$ cat src/rtl/sdu_pkg.sv
// ----------------------------------------------------------------------------
// sdu_pkg
// Shared types and constants for the sorted distinct union block: action
// codes, sequencer states and the control bundle of the compare unit.
// ----------------------------------------------------------------------------
package sdu_pkg;

	// width of one element value
	localparam int VAL_W = 32;

	// default capacity of each list
	localparam int MAX_LEN_DEF = 32;

	// action codes of an input transfer
	localparam logic [1:0] ACT_FIRST  = 2'd0;
	localparam logic [1:0] ACT_SECOND = 2'd1;
	localparam logic [1:0] ACT_EMIT   = 2'd2;

	// sequencer states
	typedef enum logic [2:0] {
		ST_IDLE,
		ST_SCAN,
		ST_WAIT,
		ST_DONE,
		ST_EMPTY
	} state_t;

	// control bundle from the sequencer to the compare unit
	typedef struct packed {
		logic clear;     // forget the running minimum
		logic load;      // read data is valid this cycle
		logic use_prev;  // only take values above the last emitted one
	} scan_ctl_t;

endpackage

$ cat src/rtl/sdu_ram.sv
// ----------------------------------------------------------------------------
// sdu_ram
// Generic simple dual-port RAM: one write port, one read port with a
// registered read.
// ----------------------------------------------------------------------------
module sdu_ram #(
	parameter int WIDTH = 32,
	parameter int DEPTH = 64
) (
	input  logic                     clk,
	input  logic                     wr_en,
	input  logic [$clog2(DEPTH)-1:0] wr_addr,
	input  logic [WIDTH-1:0]         wr_data,
	input  logic                     rd_en,
	input  logic [$clog2(DEPTH)-1:0] rd_addr,
	output logic [WIDTH-1:0]         rd_data
);

	logic [WIDTH-1:0] mem_q [DEPTH];

	// write port
	always_ff @(posedge clk) begin
		if (wr_en) begin
			mem_q[wr_addr] <= wr_data;
		end
	end

	// registered read port
	always_ff @(posedge clk) begin
		if (rd_en) begin
			rd_data <= mem_q[rd_addr];
		end
	end

endmodule

$ cat src/rtl/sdu_scan_unit.sv
// ----------------------------------------------------------------------------
// sdu_scan_unit
// Shared compare unit: keeps the smallest value seen in one pass over the
// store that lies strictly above the last emitted value.
// ----------------------------------------------------------------------------
module sdu_scan_unit
	import sdu_pkg::*;
(
	input  logic                    clk,
	input  logic                    arst_n,
	input  scan_ctl_t               ctl,
	input  logic signed [VAL_W-1:0] data,
	input  logic signed [VAL_W-1:0] prev,
	output logic                    found,
	output logic signed [VAL_W-1:0] best
);

	logic                    found_q;
	logic signed [VAL_W-1:0] best_q;
	logic                    above_prev;
	logic                    below_best;
	logic                    take;

	// signed compares against the floor and the running minimum
	assign above_prev = !ctl.use_prev || (data > prev);
	assign below_best = !found_q || (data < best_q);
	assign take       = ctl.load && above_prev && below_best;

	// candidate flag
	always_ff @(posedge clk or negedge arst_n) begin
		if (!arst_n) begin
			found_q <= 1'b0;
		end else if (ctl.clear) begin
			found_q <= 1'b0;
		end else if (take) begin
			found_q <= 1'b1;
		end
	end

	// running minimum
	always_ff @(posedge clk) begin
		if (take) begin
			best_q <= data;
		end
	end

	assign found = found_q;
	assign best  = best_q;

endmodule

$ cat src/rtl/sorted_distinct_union.sv
// ----------------------------------------------------------------------------
// sorted_distinct_union
// Collects signed values into two lists and, on request, emits their union
// in ascending order with every value given once.
// ----------------------------------------------------------------------------
// Usage:
//   Input channel (item_valid / item_stall): action 0 appends value to the
//   first list, action 1 to the second, action 2 starts the emit, action 3
//   is ignored. An append gives no result; an append to
//   a full list is dropped and sets the sticky overflow flag.
//   Output channel (res_valid / res_stall): one transfer per distinct value,
//   ascending, last set on the final one, overflow the same on all of them.
//   With both lists empty a single transfer carries value 0, last and
//   empty_res.
//   Emit: the block makes one pass over the n stored values for each
//   distinct value plus a final pass, each pass reading the n values, then
//   taking the last read, then deciding, through the single compare unit
//   and the one read port of the store; item_stall stays high for the whole
//   run, after which counts and the flag are cleared.
//   A stalled receiver holds the output register and the sequencer waits
//   for it before handing over the next value.
//   Reset clears the counts, the flag and the sequencer; store contents
//   need no clearing since only counted entries are read.
// ----------------------------------------------------------------------------
module sorted_distinct_union
	import sdu_pkg::*;
#(
	parameter int MAX_LEN = MAX_LEN_DEF
) (
	input  logic                    clk,
	input  logic                    arst_n,
	input  logic                    item_valid,
	output logic                    item_stall,
	input  logic [1:0]              action,
	input  logic signed [VAL_W-1:0] value,
	output logic                    res_valid,
	input  logic                    res_stall,
	output logic signed [VAL_W-1:0] value_res,
	output logic                    last,
	output logic                    empty_res,
	output logic                    overflow
);

	localparam int DEPTH = 2 * MAX_LEN;
	localparam int AW    = $clog2(DEPTH);
	localparam int CW    = $clog2(MAX_LEN + 1);
	localparam int NW    = $clog2(DEPTH + 1);

	state_t                  state_q, state_d;
	logic [CW-1:0]           cnt_a_q, cnt_a_d;
	logic [CW-1:0]           cnt_b_q, cnt_b_d;
	logic                    dropped_q, dropped_d;
	logic [NW-1:0]           n_q, n_d;
	logic [NW-1:0]           idx_q, idx_d;
	logic [NW-1:0]           n_total;
	logic                    have_prev_q, have_prev_d;
	logic signed [VAL_W-1:0] prev_q, prev_d;
	logic                    pend_valid_q, pend_valid_d;
	logic signed [VAL_W-1:0] pend_q, pend_d;
	logic                    rd_s1;

	logic                    wr_en;
	logic [AW-1:0]           wr_addr;
	logic                    rd_en;
	logic [AW-1:0]           rd_addr;
	logic signed [VAL_W-1:0] rd_data;

	scan_ctl_t               ctl;
	logic                    found;
	logic signed [VAL_W-1:0] best;

	logic                    out_free;
	logic                    push;
	logic signed [VAL_W-1:0] push_val;
	logic                    push_last;
	logic                    push_empty;

	logic                    res_valid_q;
	logic signed [VAL_W-1:0] value_q;
	logic                    last_q;
	logic                    empty_q;
	logic                    ovf_q;

	// element store
	sdu_ram #(
		.WIDTH (VAL_W),
		.DEPTH (DEPTH)
	) u_store (
		.clk     (clk),
		.wr_en   (wr_en),
		.wr_addr (wr_addr),
		.wr_data (value),
		.rd_en   (rd_en),
		.rd_addr (rd_addr),
		.rd_data (rd_data)
	);

	// shared compare unit
	sdu_scan_unit u_scan (
		.clk    (clk),
		.arst_n (arst_n),
		.ctl    (ctl),
		.data   (rd_data),
		.prev   (prev_q),
		.found  (found),
		.best   (best)
	);

	// store addressing: first list low half, second list high half
	assign n_total = NW'(cnt_a_q) + NW'(cnt_b_q);
	assign wr_addr = (action == ACT_FIRST) ? AW'(cnt_a_q)
	                                       : AW'(NW'(cnt_b_q) + NW'(MAX_LEN));
	assign rd_addr = (idx_q < NW'(cnt_a_q)) ? AW'(idx_q)
	               : AW'(idx_q - NW'(cnt_a_q) + NW'(MAX_LEN));

	assign item_stall   = (state_q != ST_IDLE);
	assign out_free     = !res_valid_q || !res_stall;

	// sequencer: next state and datapath controls
	always_comb begin
		state_d      = state_q;
		cnt_a_d      = cnt_a_q;
		cnt_b_d      = cnt_b_q;
		dropped_d    = dropped_q;
		n_d          = n_q;
		idx_d        = idx_q;
		have_prev_d  = have_prev_q;
		prev_d       = prev_q;
		pend_valid_d = pend_valid_q;
		pend_d       = pend_q;
		ctl.clear    = 1'b0;
		ctl.load     = rd_s1;
		ctl.use_prev = have_prev_q;
		wr_en        = 1'b0;
		rd_en        = 1'b0;
		push         = 1'b0;
		push_val     = pend_q;
		push_last    = 1'b0;
		push_empty   = 1'b0;
		unique case (state_q)
			ST_IDLE: begin
				if (item_valid) begin
					unique case (action)
						ACT_FIRST: begin
							if (cnt_a_q < CW'(MAX_LEN)) begin
								wr_en   = 1'b1;
								cnt_a_d = cnt_a_q + CW'(1);
							end else begin
								dropped_d = 1'b1;
							end
						end
						ACT_SECOND: begin
							if (cnt_b_q < CW'(MAX_LEN)) begin
								wr_en   = 1'b1;
								cnt_b_d = cnt_b_q + CW'(1);
							end else begin
								dropped_d = 1'b1;
							end
						end
						ACT_EMIT: begin
							n_d          = n_total;
							idx_d        = '0;
							have_prev_d  = 1'b0;
							pend_valid_d = 1'b0;
							ctl.clear    = 1'b1;
							state_d      = (n_total == '0) ? ST_EMPTY : ST_SCAN;
						end
						default: ;
					endcase
				end
			end
			ST_SCAN: begin
				rd_en = 1'b1;
				idx_d = idx_q + NW'(1);
				if (idx_q == n_q - NW'(1)) begin
					state_d = ST_WAIT;
				end
			end
			ST_WAIT: begin
				state_d = ST_DONE;
			end
			ST_DONE: begin
				if (!pend_valid_q || out_free) begin
					// hand over the held value once we know whether more follow
					push      = pend_valid_q;
					push_last = !found;
					if (found) begin
						pend_d       = best;
						pend_valid_d = 1'b1;
						prev_d       = best;
						have_prev_d  = 1'b1;
						ctl.clear    = 1'b1;
						idx_d        = '0;
						state_d      = ST_SCAN;
					end else begin
						cnt_a_d   = '0;
						cnt_b_d   = '0;
						dropped_d = 1'b0;
						state_d   = ST_IDLE;
					end
				end
			end
			ST_EMPTY: begin
				if (out_free) begin
					push       = 1'b1;
					push_val   = '0;
					push_last  = 1'b1;
					push_empty = 1'b1;
					cnt_a_d    = '0;
					cnt_b_d    = '0;
					dropped_d  = 1'b0;
					state_d    = ST_IDLE;
				end
			end
			default: begin
				state_d = ST_IDLE;
			end
		endcase
	end

	// sequencer and count registers
	always_ff @(posedge clk or negedge arst_n) begin
		if (!arst_n) begin
			state_q      <= ST_IDLE;
			cnt_a_q      <= '0;
			cnt_b_q      <= '0;
			dropped_q    <= 1'b0;
			n_q          <= '0;
			idx_q        <= '0;
			have_prev_q  <= 1'b0;
			pend_valid_q <= 1'b0;
			rd_s1        <= 1'b0;
		end else begin
			state_q      <= state_d;
			cnt_a_q      <= cnt_a_d;
			cnt_b_q      <= cnt_b_d;
			dropped_q    <= dropped_d;
			n_q          <= n_d;
			idx_q        <= idx_d;
			have_prev_q  <= have_prev_d;
			pend_valid_q <= pend_valid_d;
			rd_s1        <= rd_en;
		end
	end

	// held value and floor of the next pass
	always_ff @(posedge clk) begin
		prev_q <= prev_d;
		pend_q <= pend_d;
	end

	// output register valid
	always_ff @(posedge clk or negedge arst_n) begin
		if (!arst_n) begin
			res_valid_q <= 1'b0;
		end else if (push) begin
			res_valid_q <= 1'b1;
		end else if (!res_stall) begin
			res_valid_q <= 1'b0;
		end
	end

	// output register payload
	always_ff @(posedge clk) begin
		if (push) begin
			value_q <= push_val;
			last_q  <= push_last;
			empty_q <= push_empty;
			ovf_q   <= dropped_q;
		end
	end

	assign res_valid = res_valid_q;
	assign value_res = value_q;
	assign last      = last_q;
	assign empty_res = empty_q;
	assign overflow  = ovf_q;

	// counts never pass the list capacity
	a_cnt_range: assert property (@(posedge clk) disable iff (!arst_n)
		(cnt_a_q <= CW'(MAX_LEN)) && (cnt_b_q <= CW'(MAX_LEN)))
		else $error("list count above capacity");

	// a run ends with counts and flag cleared
	a_run_clears: assert property (@(posedge clk) disable iff (!arst_n)
		(state_q != ST_IDLE) && (state_d == ST_IDLE) |=>
		(cnt_a_q == '0) && (cnt_b_q == '0) && !dropped_q)
		else $error("state not cleared after emit");

	// scan index stays inside the gathered lists
	a_idx_range: assert property (@(posedge clk) disable iff (!arst_n)
		(state_q == ST_SCAN) |-> (idx_q < n_q))
		else $error("scan index out of range");

	// empty result is a single final zero
	a_empty_form: assert property (@(posedge clk) disable iff (!arst_n)
		res_valid && empty_res |-> last && (value_res == '0))
		else $error("malformed empty result");

	// each new floor lies strictly above the previous one
	a_ascending: assert property (@(posedge clk) disable iff (!arst_n)
		(state_q == ST_DONE) && have_prev_q && found |-> (best > prev_q))
		else $error("values not strictly ascending");

endmodule
$ cat config.mk
export PLATFORM = sky130hd
export DESIGN_NAME = sorted_distinct_union
export DESIGN_NICKNAME = d
export VERILOG_FILES = /design/src/rtl/sdu_pkg.sv /design/src/rtl/sdu_ram.sv /design/src/rtl/sdu_scan_unit.sv /design/src/rtl/sorted_distinct_union.sv
export SDC_FILE = /design/constraint.sdc
export NUM_CORES = 2
export LEC_CHECK = 0
export BUFFER_PORTS_ARGS = -buffer_cell sky130_fd_sc_hd__buf_2
export CORE_ASPECT_RATIO = 0.7
export CORE_MARGIN = 3
export CORE_UTILIZATION = 30
export CTS_CLUSTER_DIAMETER = 80
export DETAILED_ROUTE_END_ITERATION = 6
export GPL_ROUTABILITY_DRIVEN = 1
export GPL_TIMING_DRIVEN = 0
export PLACE_DENSITY = 0.4
export SYNTH_ARGS = -nofsm -noshare
export SYNTH_HDL_FRONTEND = slang
export SYNTH_SLANG_ARGS = --single-unit
$ cat constraint.sdc
create_clock -name clk -period 6.7 [get_ports clk]
set_clock_uncertainty 0.2 [all_clocks]
set_input_delay 0.335 -clock clk [delete_from_list [all_inputs] [get_ports clk]]
set_output_delay 0.335 -clock clk [all_outputs]
set_load 0.1 [all_outputs]
==> qor.csv <==
metric,value,unit
Avg Inst Size Synth,13.5,sq um
YS warnings,0,
Netlist cell types,70,
status,"complete, but fails checks",
Max Fclk,0.152,GHz
I/O pins,75,
nets@finish,7067,
CP max FO,10,
Syn Inst Count,6494,
startpoint types,register,
Slew @ Worst Pin,1520,ps
layout cells sized above 1,9.73,%
Final Cycle Share,98.0,%
setup ws final,134,ps
Port Buffers,74,
vias per inst,5.19,
Worst-path clk slew,60,ps
Crit Reg-Reg Startpoint,idx_q[3],
Syn-to-layout area delta,17.6,%
Max rail drop VDD,340,uV
first-pass GRT wire length,452000,um
HPWL after detailed placement,228000,um
initial core utilization,30.3,%
Hold Slack,95.6,ps
total die area,300000,sq um
most frequent cells in the layout,"2179 x edfxtp_1, 1791 x nand2_1, 1013 x nand3_1",
Total Routed Length,333000,um
max-slew violation count,11,
Fillers,28100,
"commonest non-fill, non-tap cell in the layout",edfxtp_1,
worst-skew pair later-pin latency,900,ps
final core occ,35.6,%
GR Overflow Total,0,
maximum root-to-sink buffer count,4,
RSZ-0062 raised after global routing,false,
routed len/inst,30.4,um
total CTS buffers,230,
row cnt,165,
number of flops mapped to enable cells by yosys,2179,
Mapped Area,87900,sq um
Placer Congestion,0.889,
CP arrival,6940,ps
CTS tree,done,
# DRC,0,
Worst setup startpoint,idx_q[3],
register area share after synthesis,75.4,%
ys async rst share,1.54,%
Die W,653,um
Worst setup EP type,register,
DR pass1 iterations,6,
critical path class,reg -> reg,
setup TNS,0,ps
Power Density,528,nW/um^2
Final Hold Fails,0,
"Req. time, crit path",7080,ps
failing checks,"max-capacitance violations, max-slew violations",
CTS Root Buffer Type,clkbuf_16,
CTS sink count,2213,
Die Span Y,459,um
Tmin final,6570,ps
syn_nets,6619,
placed cell area,95800,sq um
gr usage total,21.8,%
largest net degree at the start of global routing,65,
Slew HR,-1.13,%
register bit total from synthesis,2213,
Final Cell Area,103000,sq um
via count,57000,
dpl ws,-217,ps
leakage power,35.1,nW
Core ar.,290000,sq um
H-Tree Depth,4,
vias in the first global route,52400,
critical hold path startpoint,value[3],
# setup viols final,0,
Iter 0 DRT Violations,7556,
worst min path class,in -> reg,
antenna-violating nets left,0,
top_reg_cell synth,edfxtp_1,
Max-Cap Viols,1,
initial antenna violation count,41,
registers in the layout (all words and copies together), names as in the netlist, 7 cells and up:
register / cells
value_res: 32
n_q: 7
u_store.rd_data: 32
u_store.mem_q: 2048
idx_q: 7
pend_q: 32
u_scan.best: 32
kinds of logic (layout without fill, tap and decap cells):
family / after synthesis / after routing / share of synthesized area (%)
XOR/XNOR: 22 / 22 / 0.219
AND/OR/NAND/NOR: 3229 / 3229 / 16.2
multiplexers: 186 / 186 / 2.14
adder cells (fa/ha/maj): 87 / 87 / 1.27
flip-flops: 2213 / 2213 / 75.4
other: 0 / 30 / 0
buffers and inverters: 462 / 1083 / 2.17
AO/OA/AOI/OAI: 295 / 295 / 2.65
power by group:
part	switching (mW)	internal, mW
clock	5.55	6.98
combinational	19.9	5.89
sequential	0.351	15.9
routing by layer:
layer  part of all wire [%]  routed length [um]  up-vias  global-route usage (%)
met1                     49              164000    29300                    35.1
met2                     40              132000     2462                    29.3
li1                       -                   -    24900                       -
met4                    2.2                7240        6                    4.58
met3                    9.0               30100      354                    4.72
met5                  0.011                  37        -                       0
final timing paths:
kind	endpoint	slack (ps)	depth (start not counted)
worst max-delay path	u_store.rd_data[9]	130	14
worst min-delay path	u_store.mem_q[46][3]	100	2
worst max register to register	u_store.rd_data[9]	130	14
worst min register to register	pend_q[5]	250	0
max in group asynchronous	cnt_a_q[5]	5730	4
min in group asynchronous	cnt_b_q[0]	320	4
through the flow:
| stage | std cells | power [mW] |
|---|---|---|
| 6_report | 11000 | 54.6 |
| 5_1_grt | 11000 | 57.1 |
| 4_1_cts | 11000 | 54.6 |
| 3_5_place_dp | 10500 | 42.1 |
| 3_3_place_gp | 10400 | 41.8 |
| 2_1_floorplan | 6494 | 29.1 |
Yosys cell counts, types with 9 or more instances:
| cell type | instances | share of area [%] |
|---|---|---|
| edfxtp_1 | 2179 | 74 |
| nor2_1 | 131 | 0.56 |
| xnor2_1 | 15 | 0.15 |
| o2111ai_1 | 17 | 0.17 |
| nand2b_1 | 9 | 0.064 |
| o21ai_0 | 31 | 0.18 |
| nand2_1 | 1791 | 7.6 |
| clkbuf_1 | 233 | 0.99 |
| dfrtp_1 | 34 | 0.97 |
| buf_4 | 10 | 0.085 |
| or3_1 | 18 | 0.13 |
| buf_2 | 106 | 0.60 |
| ha_1 | 83 | 1.2 |
| nand4_1 | 190 | 1.4 |
| nand3_1 | 1013 | 5.8 |
| a32o_1 | 35 | 0.40 |
| a32oi_1 | 96 | 0.96 |
| buf_1 | 27 | 0.12 |
| mux2i_1 | 180 | 2.0 |
| o31ai_1 | 24 | 0.20 |
| inv_1 | 85 | 0.36 |
| a21oi_1 | 27 | 0.15 |
| a21o_1 | 26 | 0.22 |
| nor3_1 | 14 | 0.080 |
| or4_1 | 19 | 0.16 |
cell type report:
| type | count | area, sq um | share of cell area, % |
|---|---|---|---|
| diodes | 30 | 75.1 | 0.0726 |
| plain buffers | 375 | 1590 | 1.54 |
| clock buffers | 296 | 6090 | 5.89 |
| clock inverters | 109 | 946 | 0.915 |
| inverters | 86 | 323 | 0.312 |
| multi-input cells | 3819 | 20300 | 19.6 |
| flip-flops and latches | 2213 | 66300 | 64.1 |
| well taps | 3841 | 4810 | 4.65 |
| repair buffers | 217 | 2990 | 2.89 |
timing repair:
action	in CTS	in global routing
endpoints found under the setup margin	8	6
resized for setup	2	8
buffers inserted	0	0
hold buffers	40	4
endpoints found under the hold margin	1826	256
worst max-delay path, stage by stage, from the launching register on:
cell	delay, ps
dfrtp_1	540
ha_1	300
fa_1	430
a211o_1	440
nand2b_1	140
o211a_1	140
buf_2	200
buf_2	440
clkdlybuf4s15_1	1070
clkbuf_1	710
nand2_1	130
nand3_1	120
nand3_1	310
nand4_1	300
or3_1	680
Note: power is estimated with default switching activity, not from simulation.
